### src/sv/compass_hard_iron_cal_heading_macros.svh
// Assertion macros used by the compass heading sequencer (chic_ctrl).
`ifndef COMPASS_HARD_IRON_CAL_HEADING_MACROS_SVH
`define COMPASS_HARD_IRON_CAL_HEADING_MACROS_SVH

// Same-cycle implication, clocked on i_clk, off during reset.
`define CHIC_ASSERT_NOW(lbl, ante, cons, msg) \
    lbl: assert property (@(posedge i_clk) disable iff (!i_rst_n) (ante) |-> (cons)) \
        else $error(msg);

// Next-cycle implication, clocked on i_clk, off during reset.
`define CHIC_ASSERT_NEXT(lbl, ante, cons, msg) \
    lbl: assert property (@(posedge i_clk) disable iff (!i_rst_n) (ante) |=> (cons)) \
        else $error(msg);

`endif

### src/sv/chic_pkg.sv
// Shared constants, types and the CORDIC angle table for the compass heading block.
package chic_pkg;

    localparam int CORDIC_STEPS = 20;
    // Iterations actually run; the angle table has 32 entries.
    localparam int NITER  = (CORDIC_STEPS < 32) ? CORDIC_STEPS : 32;
    localparam int ITER_W = $clog2(NITER);
    // Vector width: 17-bit operand scaled by 2^16, CORDIC gain and sqrt(2) headroom.
    localparam int CORDIC_W = 38;

    localparam logic [1:0] CMD_MEASURE = 2'd0;
    localparam logic [1:0] CMD_CAL     = 2'd1;
    localparam logic [1:0] CMD_FINISH  = 2'd2;

    localparam logic [1:0] YAW_YZ = 2'd0;
    localparam logic [1:0] YAW_XZ = 2'd1;

    localparam logic [2:0] REG_DECL  = 3'd0;
    localparam logic [2:0] REG_YAW   = 3'd1;
    localparam logic [2:0] REG_XSPAN = 3'd2;
    localparam logic [2:0] REG_YSPAN = 3'd3;
    localparam logic [2:0] REG_ZSPAN = 3'd4;

    typedef struct packed {
        logic signed [8:0] declination;
        logic [1:0]        yaw_axis;
        logic [15:0]       x_span_min;
        logic [15:0]       y_span_min;
        logic [15:0]       z_span_min;
    } t_cfg;

    typedef struct packed {
        logic              capture;
        logic              load;
        logic              step;
        logic              deg;
        logic              load_out;
        logic [ITER_W-1:0] iter;
    } t_dp_cmd;

    typedef struct packed {
        logic measure;
        logic special;
    } t_dp_sts;

    // atan(2^-i) in units of 2^-32 turn
    function automatic logic [31:0] atan_angle(input logic [4:0] idx);
        logic [31:0] a;
        case (idx)
            5'd0:  a = 32'd536870912;
            5'd1:  a = 32'd316933406;
            5'd2:  a = 32'd167458907;
            5'd3:  a = 32'd85004756;
            5'd4:  a = 32'd42667331;
            5'd5:  a = 32'd21354465;
            5'd6:  a = 32'd10679838;
            5'd7:  a = 32'd5340245;
            5'd8:  a = 32'd2670163;
            5'd9:  a = 32'd1335087;
            5'd10: a = 32'd667544;
            5'd11: a = 32'd333772;
            5'd12: a = 32'd166886;
            5'd13: a = 32'd83443;
            5'd14: a = 32'd41722;
            5'd15: a = 32'd20861;
            5'd16: a = 32'd10430;
            5'd17: a = 32'd5215;
            5'd18: a = 32'd2608;
            5'd19: a = 32'd1304;
            5'd20: a = 32'd652;
            5'd21: a = 32'd326;
            5'd22: a = 32'd163;
            5'd23: a = 32'd81;
            5'd24: a = 32'd41;
            5'd25: a = 32'd20;
            5'd26: a = 32'd10;
            5'd27: a = 32'd5;
            5'd28: a = 32'd3;
            5'd29: a = 32'd1;
            5'd30: a = 32'd1;
            default: a = 32'd0;
        endcase
        return a;
    endfunction

endpackage

### src/sv/chic_ctrl.sv
// Sequencer: input/output handshakes and CORDIC iteration count.
module chic_ctrl (
    input  logic              i_clk,
    input  logic              i_rst_n,
    input  logic              i_in_valid,
    output logic              o_in_ready,
    output logic              o_out_valid,
    input  logic              i_out_ready,
    input  chic_pkg::t_dp_sts i_sts,
    output chic_pkg::t_dp_cmd o_cmd
);

    typedef enum logic [2:0] {
        S_IDLE,
        S_LOAD,
        S_ITER,
        S_DEG,
        S_OUT
    } t_state;

    t_state                      r_state, n_state;
    logic [chic_pkg::ITER_W-1:0] r_cnt, n_cnt;
    logic                        r_out_valid, n_out_valid;
    logic                        last_iter;
    logic                        out_free;

    assign last_iter = (r_cnt == chic_pkg::ITER_W'(chic_pkg::NITER - 1));
    assign out_free  = !r_out_valid || i_out_ready;

    always_comb begin
        n_state     = r_state;
        n_cnt       = r_cnt;
        n_out_valid = r_out_valid && !i_out_ready;
        o_cmd       = '0;
        o_cmd.iter  = r_cnt;
        unique case (r_state)
            S_IDLE: begin
                if (i_in_valid) begin
                    o_cmd.capture = 1'b1;
                    n_state       = S_LOAD;
                end
            end
            S_LOAD: begin
                o_cmd.load = 1'b1;
                n_cnt      = '0;
                n_state    = i_sts.measure ? S_ITER : S_OUT;
            end
            S_ITER: begin
                if (i_sts.special) begin
                    n_state = S_DEG;
                end else begin
                    o_cmd.step = 1'b1;
                    if (last_iter) begin
                        n_state = S_DEG;
                    end else begin
                        n_cnt = r_cnt + 1'b1;
                    end
                end
            end
            S_DEG: begin
                o_cmd.deg = 1'b1;
                n_state   = S_OUT;
            end
            S_OUT: begin
                if (out_free) begin
                    o_cmd.load_out = 1'b1;
                    n_out_valid    = 1'b1;
                    n_state        = S_IDLE;
                end
            end
            default: n_state = S_IDLE;
        endcase
    end

    always_ff @(posedge i_clk) begin
        if (!i_rst_n) begin
            r_state     <= S_IDLE;
            r_cnt       <= '0;
            r_out_valid <= 1'b0;
        end else begin
            r_state     <= n_state;
            r_cnt       <= n_cnt;
            r_out_valid <= n_out_valid;
        end
    end

    assign o_in_ready  = (r_state == S_IDLE);
    assign o_out_valid = r_out_valid;

`include "compass_hard_iron_cal_heading_macros.svh"

    `CHIC_ASSERT_NOW(a_no_overwrite, o_cmd.load_out, !r_out_valid || i_out_ready, "result overwritten before transfer")
    `CHIC_ASSERT_NOW(a_no_step_special, o_cmd.step, !i_sts.special, "CORDIC step on exact-axis item")
    `CHIC_ASSERT_NOW(a_cnt_range, r_state == S_ITER, r_cnt <= chic_pkg::ITER_W'(chic_pkg::NITER - 1), "iteration count out of range")
    `CHIC_ASSERT_NEXT(a_accept_load, i_in_valid && o_in_ready, r_state == S_LOAD, "accepted item not loaded")

endmodule

### src/sv/chic_dp.sv
// Datapath: calibration state, correction, CORDIC vectoring and result register.
module chic_dp (
    input  logic                i_clk,
    input  logic                i_rst_n,
    input  chic_pkg::t_cfg      i_cfg,
    input  chic_pkg::t_dp_cmd   i_cmd,
    output chic_pkg::t_dp_sts   o_sts,
    input  logic [1:0]          i_command,
    input  logic [15:0]         i_raw_x,
    input  logic [15:0]         i_raw_y,
    input  logic [15:0]         i_raw_z,
    output logic signed [9:0]   o_heading,
    output logic signed [16:0]  o_corr_x,
    output logic signed [16:0]  o_corr_y,
    output logic signed [16:0]  o_corr_z,
    output logic signed [15:0]  o_offset_x,
    output logic signed [15:0]  o_offset_y,
    output logic signed [15:0]  o_offset_z,
    output logic                o_span_ok_x,
    output logic                o_span_ok_y,
    output logic                o_span_ok_z
);

    localparam int W = chic_pkg::CORDIC_W;

    logic signed [15:0] r_min [3];
    logic signed [15:0] r_max [3];
    logic signed [15:0] r_off [3];
    logic signed [16:0] r_corr [3];
    logic               r_ok [3];
    logic [1:0]         r_cmd;

    logic signed [W-1:0] r_x, r_y;
    logic [31:0]         r_z;
    logic                r_special;
    logic [8:0]          r_sdeg;
    logic [8:0]          r_deg;

    logic signed [15:0] raw_s [3];
    logic signed [16:0] corr_c [3];
    logic signed [15:0] half_c [3];
    logic               ok_c [3];
    logic [15:0]        span_min [3];

    logic signed [16:0]  num, den;
    logic signed [W-1:0] x_init, y_init;
    logic signed [W-1:0] dx, dy;
    logic [31:0]         atan_c;
    logic [40:0]         deg_prod;
    logic signed [10:0]  hsum, hwrap;

    assign span_min[0] = i_cfg.x_span_min;
    assign span_min[1] = i_cfg.y_span_min;
    assign span_min[2] = i_cfg.z_span_min;

    // raw - 32768 is the raw word with its top bit flipped
    assign raw_s[0] = $signed({~i_raw_x[15], i_raw_x[14:0]});
    assign raw_s[1] = $signed({~i_raw_y[15], i_raw_y[14:0]});
    assign raw_s[2] = $signed({~i_raw_z[15], i_raw_z[14:0]});

    always_comb begin
        logic signed [16:0] sum, sum_adj, diff;
        for (int k = 0; k < 3; k++) begin
            corr_c[k] = $signed({raw_s[k][15], raw_s[k]}) - $signed({r_off[k][15], r_off[k]});
            sum       = $signed({r_max[k][15], r_max[k]}) + $signed({r_min[k][15], r_min[k]});
            // round toward zero: negative sums get +1 before the shift
            sum_adj   = sum + $signed({16'd0, sum[16]});
            half_c[k] = 16'(sum_adj >>> 1);
            diff      = $signed({r_max[k][15], r_max[k]}) - $signed({r_min[k][15], r_min[k]});
            ok_c[k]   = $signed({diff[16], diff}) >= $signed({2'b00, span_min[k]});
        end
    end

    // calibration state and captured item
    always_ff @(posedge i_clk) begin
        if (!i_rst_n) begin
            for (int k = 0; k < 3; k++) begin
                r_min[k] <= 16'sh7FFF;
                r_max[k] <= 16'sh8000;
                r_off[k] <= '0;
            end
        end else if (i_cmd.capture) begin
            for (int k = 0; k < 3; k++) begin
                if (i_command == chic_pkg::CMD_CAL) begin
                    if (raw_s[k] > r_max[k]) r_max[k] <= raw_s[k];
                    if (raw_s[k] < r_min[k]) r_min[k] <= raw_s[k];
                end
                if (i_command == chic_pkg::CMD_FINISH) begin
                    r_off[k] <= half_c[k];
                end
            end
        end
    end

    always_ff @(posedge i_clk) begin
        if (i_cmd.capture) begin
            r_cmd <= i_command;
            for (int k = 0; k < 3; k++) begin
                r_corr[k] <= (i_command == chic_pkg::CMD_MEASURE) ? corr_c[k] : '0;
                r_ok[k]   <= (i_command == chic_pkg::CMD_FINISH) ? ok_c[k] : 1'b0;
            end
        end
    end

    // operand pair for atan2(num, den)
    always_comb begin
        case (i_cfg.yaw_axis)
            chic_pkg::YAW_YZ: begin
                num = r_corr[1];
                den = r_corr[2];
            end
            chic_pkg::YAW_XZ: begin
                num = r_corr[0];
                den = r_corr[2];
            end
            default: begin
                num = r_corr[0];
                den = r_corr[1];
            end
        endcase
    end

    assign x_init = $signed({{(W-33){den[16]}}, den, 16'd0});
    assign y_init = $signed({{(W-33){num[16]}}, num, 16'd0});

    assign dx     = r_y >>> i_cmd.iter;
    assign dy     = r_x >>> i_cmd.iter;
    assign atan_c = chic_pkg::atan_angle(5'(i_cmd.iter));

    always_ff @(posedge i_clk) begin
        if (i_cmd.load) begin
            r_special <= (num == '0) || (den == '0);
            if (num == '0) begin
                r_sdeg <= den[16] ? 9'd180 : 9'd0;
            end else begin
                r_sdeg <= num[16] ? 9'd270 : 9'd90;
            end
            // left half-plane: rotate by half a turn first
            if (den[16]) begin
                r_x <= -x_init;
                r_y <= -y_init;
                r_z <= 32'h8000_0000;
            end else begin
                r_x <= x_init;
                r_y <= y_init;
                r_z <= '0;
            end
        end else if (i_cmd.step) begin
            if (!r_y[W-1]) begin
                r_x <= r_x + dx;
                r_y <= r_y - dy;
                r_z <= r_z + atan_c;
            end else begin
                r_x <= r_x - dx;
                r_y <= r_y + dy;
                r_z <= r_z - atan_c;
            end
        end
    end

    assign deg_prod = {9'd0, r_z} * 41'd360;

    always_ff @(posedge i_clk) begin
        if (i_cmd.deg) begin
            r_deg <= r_special ? r_sdeg : deg_prod[40:32];
        end
    end

    assign hsum  = $signed({2'b00, r_deg}) + $signed({{2{i_cfg.declination[8]}},
                                                      i_cfg.declination});
    assign hwrap = (hsum > 11'sd360) ? (hsum - 11'sd360) : hsum;

    // result register
    always_ff @(posedge i_clk) begin
        if (i_cmd.load_out) begin
            o_heading   <= (r_cmd == chic_pkg::CMD_MEASURE) ? hwrap[9:0] : '0;
            o_corr_x    <= r_corr[0];
            o_corr_y    <= r_corr[1];
            o_corr_z    <= r_corr[2];
            o_offset_x  <= r_off[0];
            o_offset_y  <= r_off[1];
            o_offset_z  <= r_off[2];
            o_span_ok_x <= r_ok[0];
            o_span_ok_y <= r_ok[1];
            o_span_ok_z <= r_ok[2];
        end
    end

    assign o_sts.measure = (r_cmd == chic_pkg::CMD_MEASURE);
    assign o_sts.special = r_special;

endmodule

### src/sv/compass_hard_iron_cal_heading.sv
// Top level: magnetometer hard-iron calibration and compass heading.
//
// Input channel (i_in_valid/o_in_ready) transfers one sample with a command:
//   measure, calibration sample or finish calibration. Output channel
//   (o_out_valid/i_out_ready) transfers exactly one result per input.
// Calibration samples widen per-axis min/max; finish sets offsets to the
//   window center and reports per-axis span checks; measure removes bias
//   and offset and returns the heading in whole degrees plus declination.
// Sequence: a measure item runs operand load, 20 CORDIC iterations, degree
//   scaling and output load; when the operand pair lies on an axis the
//   iterations are skipped, and calibrate and finish go from operand load
//   straight to output load. One item is in work at a time; the next transfer
//   is taken the cycle after the result loads.
// The result sits in an output register: once it is loaded the next input
//   is accepted even while the receiver stalls; a further result then waits
//   in the datapath until the register is taken.
// Reset (synchronous, active low): min = 32767, max = -32768, offsets 0,
//   declination 0, yaw axis 2, span thresholds 0, no result pending.
// Registers on APB, 4-byte stride: declination, yaw_axis, x/y/z span mins.
module compass_hard_iron_cal_heading (
    input  logic               i_clk,
    input  logic               i_rst_n,
    // APB configuration port
    input  logic               psel,
    input  logic               penable,
    input  logic               pwrite,
    input  logic [4:0]         paddr,
    input  logic [31:0]        pwdata,
    output logic [31:0]        prdata,
    output logic               pready,
    // input channel
    input  logic               i_in_valid,
    output logic               o_in_ready,
    input  logic [1:0]         i_command,
    input  logic [15:0]        i_raw_x,
    input  logic [15:0]        i_raw_y,
    input  logic [15:0]        i_raw_z,
    // output channel
    output logic               o_out_valid,
    input  logic               i_out_ready,
    output logic signed [9:0]  o_heading,
    output logic signed [16:0] o_corr_x,
    output logic signed [16:0] o_corr_y,
    output logic signed [16:0] o_corr_z,
    output logic signed [15:0] o_offset_x,
    output logic signed [15:0] o_offset_y,
    output logic signed [15:0] o_offset_z,
    output logic               o_span_ok_x,
    output logic               o_span_ok_y,
    output logic               o_span_ok_z
);

    chic_pkg::t_cfg    r_cfg;
    chic_pkg::t_dp_cmd dp_cmd;
    chic_pkg::t_dp_sts dp_sts;
    logic              cfg_wr;
    logic [2:0]        reg_idx;

    assign pready  = 1'b1;
    assign cfg_wr  = psel && penable && pwrite;
    assign reg_idx = paddr[4:2];

    // configuration registers; the user must write them only while the block is idle (not enforced here)
    always_ff @(posedge i_clk) begin
        if (!i_rst_n) begin
            r_cfg.declination <= '0;
            r_cfg.yaw_axis    <= 2'd2;
            r_cfg.x_span_min  <= '0;
            r_cfg.y_span_min  <= '0;
            r_cfg.z_span_min  <= '0;
        end else if (cfg_wr) begin
            unique case (reg_idx)
                chic_pkg::REG_DECL:  r_cfg.declination <= $signed(pwdata[8:0]);
                chic_pkg::REG_YAW:   r_cfg.yaw_axis    <= pwdata[1:0];
                chic_pkg::REG_XSPAN: r_cfg.x_span_min  <= pwdata[15:0];
                chic_pkg::REG_YSPAN: r_cfg.y_span_min  <= pwdata[15:0];
                chic_pkg::REG_ZSPAN: r_cfg.z_span_min  <= pwdata[15:0];
                default: ;
            endcase
        end
    end

    always_comb begin
        unique case (reg_idx)
            chic_pkg::REG_DECL:  prdata = 32'(r_cfg.declination);
            chic_pkg::REG_YAW:   prdata = {30'd0, r_cfg.yaw_axis};
            chic_pkg::REG_XSPAN: prdata = {16'd0, r_cfg.x_span_min};
            chic_pkg::REG_YSPAN: prdata = {16'd0, r_cfg.y_span_min};
            chic_pkg::REG_ZSPAN: prdata = {16'd0, r_cfg.z_span_min};
            default:             prdata = '0;
        endcase
    end

    chic_ctrl u_ctrl (
        .i_clk       (i_clk),
        .i_rst_n     (i_rst_n),
        .i_in_valid  (i_in_valid),
        .o_in_ready  (o_in_ready),
        .o_out_valid (o_out_valid),
        .i_out_ready (i_out_ready),
        .i_sts       (dp_sts),
        .o_cmd       (dp_cmd)
    );

    chic_dp u_dp (
        .i_clk       (i_clk),
        .i_rst_n     (i_rst_n),
        .i_cfg       (r_cfg),
        .i_cmd       (dp_cmd),
        .o_sts       (dp_sts),
        .i_command   (i_command),
        .i_raw_x     (i_raw_x),
        .i_raw_y     (i_raw_y),
        .i_raw_z     (i_raw_z),
        .o_heading   (o_heading),
        .o_corr_x    (o_corr_x),
        .o_corr_y    (o_corr_y),
        .o_corr_z    (o_corr_z),
        .o_offset_x  (o_offset_x),
        .o_offset_y  (o_offset_y),
        .o_offset_z  (o_offset_z),
        .o_span_ok_x (o_span_ok_x),
        .o_span_ok_y (o_span_ok_y),
        .o_span_ok_z (o_span_ok_z)
    );

endmodule
### config.mk
export PLATFORM = sky130hd
export DESIGN_NAME = compass_hard_iron_cal_heading
export DESIGN_NICKNAME = d
export VERILOG_FILES = /design/src/sv/chic_pkg.sv /design/src/sv/chic_ctrl.sv /design/src/sv/chic_dp.sv /design/src/sv/compass_hard_iron_cal_heading.sv
export VERILOG_INCLUDE_DIRS = /design/src /design/src/sv
export SDC_FILE = /design/constraint.sdc
export NUM_CORES = 2
export LEC_CHECK = 0
export ABC_CLOCK_PERIOD_IN_PS = 9200
export BUFFER_PORTS_ARGS = -buffer_cell sky130_fd_sc_hd__buf_2
export CORE_ASPECT_RATIO = 0.6
export CORE_MARGIN = 2
export CORE_UTILIZATION = 50
export DETAILED_ROUTE_END_ITERATION = 10
export PLACE_DENSITY_LB_ADDON = 0.3
export SYNTH_ARGS = -nofsm -noshare
export SYNTH_HDL_FRONTEND = slang
export SYNTH_SLANG_ARGS = --single-unit
### constraint.sdc
create_clock -name i_clk -period 9.2 [get_ports i_clk]
set_clock_uncertainty 0.1 [all_clocks]
set_input_delay 1.38 -clock i_clk [delete_from_list [all_inputs] [get_ports i_clk]]
set_output_delay 1.38 -clock i_clk [all_outputs]
set_load 0.02 [all_outputs]
# Yosys cells after proc, flatten, opt, wreduce, memory -nomap -nowiden

Memory sizes are Yosys's and may differ from the RTL's. A register that Yosys moved wholly into a read port is not among the register bits.
Index checks and enable logic that the tools add are counted.

Add/sub/neg operators: 23
$mul: 1
$lt $le $gt $ge: 10
Equality and inequality tests: 17
Shift-type cells: 2
Multiplexer cells: 93
Bitwise operators: 12
Reductions and logical operators: 24

Operators with widths:

| cell                                                                  | count |
|---|---|
| 38-bit 2-to-1 mux                                                     | 8 |
| 32-bit one-hot mux with 5 select lines                                | 1 |
| 16-bit 2-to-1 mux                                                     | 9 |
| 32-bit 2-to-1 mux                                                     | 4 |
| 16-bit by 16-bit subtractor with 17-bit output                        | 6 |
| 17-bit 2-to-1 mux                                                     | 5 |
| 38-bit adder                                                          | 2 |
| 33-bit negation with 38-bit output                                    | 2 |
| 38-bit by 5-bit >>> shifter with 38-bit output                        | 2 |
| 38-bit subtractor                                                     | 2 |
| 16-bit by 16-bit adder with 17-bit output                             | 3 |
| 17-bit by 2-bit adder with 17-bit output                              | 3 |
| 17-bit >= comparator                                                  | 3 |
| 1-bit 2-to-1 mux                                                      | 50 |
| 16-bit greater-than comparator                                        | 3 |
| 16-bit less-than comparator                                           | 3 |
| 32-bit by 6-bit multiplier with 38-bit output (second input constant) | 1 |
| 17-bit logical NOT                                                    | 2 |
| 32-bit adder                                                          | 1 |
| 32-bit subtractor                                                     | 1 |
| 9-bit 2-to-1 mux                                                      | 3 |
| 5-bit 2-to-1 mux                                                      | 4 |
| 3-bit 2-to-1 mux                                                      | 5 |
| 3-bit one-hot mux with 5 select lines                                 | 1 |
| 27 further kinds                                                      | 58 |

Register bits: 306
RAM bits: 198
Memory bits (read-only): 960
Input port bits: 94
Output and inout bits: 147
Word-level logic and storage cells: 210
Memories: 6

Memory list:

| name             | words | bits a word | read ports | clocked after Yosys merged registers in | write ports | line           | RTL |
|---|---|---|---|---|---|---|---|
| (name not given) | 32    | 30          | 1          | 1                                       | 0           | chic_pkg.sv:49 | `case (idx)` |
| u_dp.r_corr      | 3     | 17          | 3          | 0                                       | 3           | chic_dp.sv:29  | `logic signed [16:0] r_corr [3];` |
| u_dp.r_max       | 3     | 16          | 3          | 0                                       | 3           | chic_dp.sv:27  | `logic signed [15:0] r_max [3];` |
| u_dp.r_min       | 3     | 16          | 3          | 0                                       | 3           | chic_dp.sv:26  | `logic signed [15:0] r_min [3];` |
| u_dp.r_off       | 3     | 16          | 3          | 0                                       | 3           | chic_dp.sv:28  | `logic signed [15:0] r_off [3];` |
| u_dp.r_ok        | 3     | 1           | 3          | 3                                       | 3           | chic_dp.sv:30  | `logic r_ok [3];` |

# Longest topological paths before layout

Word-level depth: 8
Gate-level depth with buffers: 28
Depth with buffers taken out: 23

# Cells and area by module

From an unflattened synthesis, not the netlist that was laid out.

Cells, all modules: 5148
Area, all modules: 47769.6 um^2

Modules (own cells, without submodules):

| module                        | instances | cells each | area an instance (um^2) | sequential area each (um^2) |
|---|---|---|---|---|
| chic_dp                       | 1         | 4790       | 44432.6                 | 13092.6 |
| compass_hard_iron_cal_heading | 1         | 302        | 2842.7                  | 1181.1 |
| chic_ctrl                     | 1         | 56         | 494.2                   | 180.2 |

# Worst setup path before layout

No wires, ideal clock.

Path kind: reg2reg
From: register u_dp.r_special
To: register u_dp.r_x[0] (enable)
Library setup time: 0.724 ns
Data arrival time: 8.285 ns
Data required time: 8.376 ns
Slack: 0.091 ns
Cell stages (with the launch flop): 4
Path buffers: 2
Period minus slack after synthesis: 9.109 ns
Path through: edfxtp_1 buf_1 clkbuf_1 o21ai_0

Cells in the longest elaborated chain, start to end: 3

RTL lines:

| item                         | line            | RTL |
|---|---|---|
| from (decl)                  | chic_dp.sv:35   | `logic r_special;` |
| from (signal assigned)       | chic_dp.sv:132  | `r_special <= (num == '0) \|\| (den == '0);` |
| 1-bit 2-to-1 mux             | chic_ctrl.sv:49 | `if (i_sts.special) begin` |
| 1-bit 2-to-1 mux             | chic_ctrl.sv:36 | `unique case (r_state)` |
| 2-bit nonzero test (no line) | -               |  |
| to (signal assigned)         | chic_dp.sv:140  | `r_x <= -x_init;` |
| to (signal assigned)         | chic_dp.sv:144  | `r_x <= x_init;` |
| to (signal assigned)         | chic_dp.sv:150  | `r_x <= r_x + dx;` |
| to (decl)                    | chic_dp.sv:33   | `logic signed [W-1:0] r_x, r_y;` |

No other way between the ends.
A chain may end at the register's enable or synchronous reset.

# Worst setup path after layout

From: register u_ctrl.r_cnt[1] in the netlist's numbering
To: register u_dp.r_x[36] (data pin)

Cells in the longest elaborated chain, start to end: 5
Elaborated cells between the ends (all ways): 6
Those cells by class: add/sub: 2; shift: 1; mux: 3

RTL lines:

| item                                               | line                           | RTL |
|---|---|---|
| from (decl)                                        | chic_ctrl.sv:22                | `logic [chic_pkg::ITER_W-1:0] r_cnt, n_cnt;` |
| from (signal assigned)                             | chic_ctrl.sv:82                | `r_cnt <= n_cnt;` |
| 38-bit by 5-bit >>> shifter with 38-bit output (*) | chic_dp.sv:126                 | `assign dx = r_y >>> i_cmd.iter;` |
| 38-bit adder or 38-bit subtractor (tied branches)  | chic_dp.sv:150, chic_dp.sv:154 |  |
| 38-bit 2-to-1 mux (*)                              | chic_dp.sv:149                 | `if (!r_y[W-1]) begin` |
| 38-bit 2-to-1 mux (*)                              | chic_dp.sv:148                 | `end else if (i_cmd.step) begin` |
| 38-bit 2-to-1 mux (*)                              | chic_dp.sv:131                 | `if (i_cmd.load) begin` |
| to (signal assigned)                               | chic_dp.sv:140                 |  |
| to (signal assigned)                               | chic_dp.sv:150                 |  |
| to (signal assigned)                               | chic_dp.sv:154                 | `r_x <= r_x - dx;` |

Every way passes the cells marked *; elsewhere a longest branch is shown, timed or not. The select of a mux whose other input is x is not followed.

==> qor.csv <==
metric,value,unit
DR pass1 iterations,6,
crit share post-route,82.9,%
CTS sink cnt,534,
Register Area,15100,um^2
wire length on met2,59900,um
layout cells sized above 1,11.0,%
Syn Nets,5972,
sequential cell fraction of total power,24.8,%
DP HPWL,129000,um
cts repair resizes,0,
IO Port Bufs,221,
Worst Path Max Fanout,55,
vias in the first global route,37895,
Comb power frac,60.3,%
Setup Crit Path Kind,flop to flop,
sum of negative setup slack,0,ns
synth cell count leaders,"ha_1 (490), nor2_1 (475), inv_1 (456)",
status,finished clean,
wl on met1,79400,um
Clk pwr share,14.9,%
H-tree depth,2,
FF-to-FF End,u_dp.r_x[36],
Worst Setup End Kind,flop,
DP Cell Count,6653,
asr flop ratio synth,0,%
final hold vios,0,
routed vias/inst,6.28,
top-count cell post-synth,ha_1,
library cells used by synthesis,112,
Fillers,8670,
crit path launch type,flop,
PD cells,316,nW/um^2
postcts setup bufs,0,
maximum vdd ir drop,277,uV
WL per Instance,24.7,um
max cap viols,0,
Synth Register Bits,534,
die area,99900,um^2
core area,96200,um^2
Hold Crit Class,flop to flop,
TritonCTS clock tree,done,
minimum clock period,7.63,ns
leakage power,21.7,nW
Global Route Usage Sum,32.5,%
Synth Cell Area,48700,um^2
I/O pins,241,
final weighted congestion in routability-driven placement,1.04,
DIE HEIGHT,246,um
clk buf depth,3,
Final nets,6058,
row count,88,
Multi-input gate area,30800,um^2
ys flop type,edfxtp_1,
Pint,0.00892,W
hold path start,u_dp.r_ok[0][1],
worst slew pin tran,1.30,ns
"CTS clk-pin slew, worst paths",0.07,ns
Vias,42444,
R2R Setup Slk,1.57,ns
Post-Route WL,167000,um
unrepaired setup endpoints after global routing,false,
largest cells by area after synthesis,"edfxtp_1 (27%), ha_1 (13%), mux4_2 (4.4%), a21oi_1 (4.1%), dfxtp_1 (4.0%)",
Setup-failing EPs final,0,
Mean Syn Cell Area,9.15,um^2
Syn. warnings,0,
Max Used Layer,met5,
worst path arrival time,7.92,ns
worst r2r path cells,22,
CP required,9.49,ns
sequential-to-total area share from yosys stat,30.9,%
first-pass GRT wire length,246000,um
fin. max-slew vios,0,
placed cell area,50700,um^2
global route overflow,0,
non-filler cells in the finished layout,6756,
number of DRC markers in iteration 0,5820,
slew margin rel.,12.4,%
Tot Pwr,0.0166,W
largest area contributor in the netlist,edfxtp_1,
fmax,0.131,GHz
Gate Count Post-Synth,5318,
RR Startpoint,u_ctrl.r_cnt[1],
DIE WIDTH,407,um
share of the synthesized area in the top cell type,26.9,%
drt drc,0,
Area Overhead vs Synth,8.20,%
switching power share of the total,46.4,%
clk_lat worst skew,0.68,ns
fin area,52700,um^2
Initial Utilization,50.6,%
Root Buffer,clkbuf_16,
# hold bufs at CTS,0,
Critical Path Sink,u_dp.r_x[36],
DR WL met3,23000,um
"EDFF count, synth",436,
fin util,54.7,%
sw power,0.00773,W
initial antenna violation count,6,
remaining antenna violation count,0,
Crit. Startpoint,u_ctrl.r_cnt[1],
Inserted Clock Buffers,54,
largest net degree at the start of global routing,118,
==> power groups by stage <==
stage	clock, W	combinational, W	sequential, W
CTS	0.00251	0.00983	0.00405
global placement	0	0.00952	0.00409
finish	0.00248	0.0100	0.00413
global route	0.00260	0.0111	0.00412
detailed placement	0	0.00974	0.00409
floorplan	0	0.00746	0.00375
==> cell usage in the layout, fill, tap and decap left out, types with 41 or more instances in the layout <==
master	count
ha_1	490
nor2_1	474
inv_1	454
nand2_1	436
edfxtp_1	436
a21oi_1	394
buf_2	221
o21ai_0	216
xnor2_1	216
mux2i_1	137
nor3_1	131
xor2_1	130
nand2b_1	107
nor2b_1	102
mux4_2	96
a21o_1	94
nand3_1	93
dfxtp_1	93
a31oi_1	71
fa_1	70
o21a_1	67
clkbuf_16	56
mux2_2	55
buf_4	48
and3_1	47
a211oi_1	46
nand4_1	41
==> final cells by class <==
type,instances,share of cell area (%)
Antenna cell,3,0.0143
Clock buffer,64,2.76
Clock inverter,36,0.901
Inverter,464,3.31
Multi-Input combinational cell,4080,58.5
Sequential cell,534,28.6
Tap cell,1305,3.10
Timing Repair Buffer,270,2.82
==> state kept, by name (all words and copies together) (netlist names), 5 cells and up <==
name,cells
u_dp.r_y,38
u_dp.r_deg,9
u_dp.r_corr,51
u_ctrl.r_cnt,5
u_dp.o_corr_y,17
u_dp.o_offset_x,16
u_dp.r_min,48
u_dp.r_max,48
u_dp.o_corr_z,17
u_dp.atan_c,30
u_dp.r_z,32
u_dp.o_offset_y,16
u_dp.o_offset_z,16
u_dp.r_x,38
u_dp.o_corr_x,17
u_dp.r_sdeg,6
r_cfg,59
u_dp.o_heading,10
u_dp.r_off,48
==> per-stage QoR <==
step                setup slack [ns]  hold slack (ns)
floorplan                     0.0912            0.300
global placement                1.82            0.303
detailed placement              1.79            0.305
CTS                             1.77            0.311
global route                    1.14            0.342
finish                          1.57            0.318
==> logic make-up (layout without fill, tap and decap cells) <==
kind of cell | count (synthesis) | count (layout) | share of synthesized area, %
other cells | 1 | 4 | 0.00771
buf+inv | 704 | 834 | 5.96
mux | 295 | 295 | 8.73
xor+xnor | 346 | 346 | 6.23
fa+ha+maj | 560 | 560 | 15.5
simple gates | 1630 | 1630 | 16.1
flops | 534 | 534 | 30.9
compound gates | 1248 | 1248 | 16.6
==> per-layer routing <==
| metal | vias to the layer above | global-route usage, % |
|---|---|---|
| li1 | 19361 | - |
| met1 | 20381 | 52.7 |
| met2 | 2426 | 39.6 |
| met3 | 274 | 10.8 |
| met4 | 2 | 7.54 |
| met5 | - | 0.926 |
==> how the worst min path moves through the flow <==
| stage | cells after the start | end | slack, ns |
|---|---|---|---|
| global route | 0 | o_span_ok_y | 0.34 |
| floorplan | 0 | o_span_ok_x | 0.30 |
| global placement | 0 | o_span_ok_y | 0.30 |
| finish | 0 | o_span_ok_y | 0.32 |
| detailed placement | 0 | o_span_ok_y | 0.30 |
| CTS | 0 | u_dp.o_offset_y[4] | 0.31 |
==> worst max-delay path, cell delays in order, from the launching register on <==
cell and delay [ns]:
dfxtp_4 0.86, buf_4 0.46, nor3b_1 0.13, o21ai_0 0.62, a21oi_1 0.21, a211oi_1 0.88, and2_1 0.37, and4_4 0.29
a2111oi_0 0.09, a41oi_1 0.21, o221ai_1 0.16, ha_1 0.39, a21o_1 0.22, a21oi_1 0.15, nor2_1 0.08, or4_1 0.43
a31oi_1 0.22, o21bai_1 0.12, a221oi_1 0.46, a21oi_1 0.17, o311ai_0 0.46, a21o_1 0.18, a21oi_1 0.05
No activity file was read; power rests on OpenSTA's default activity.
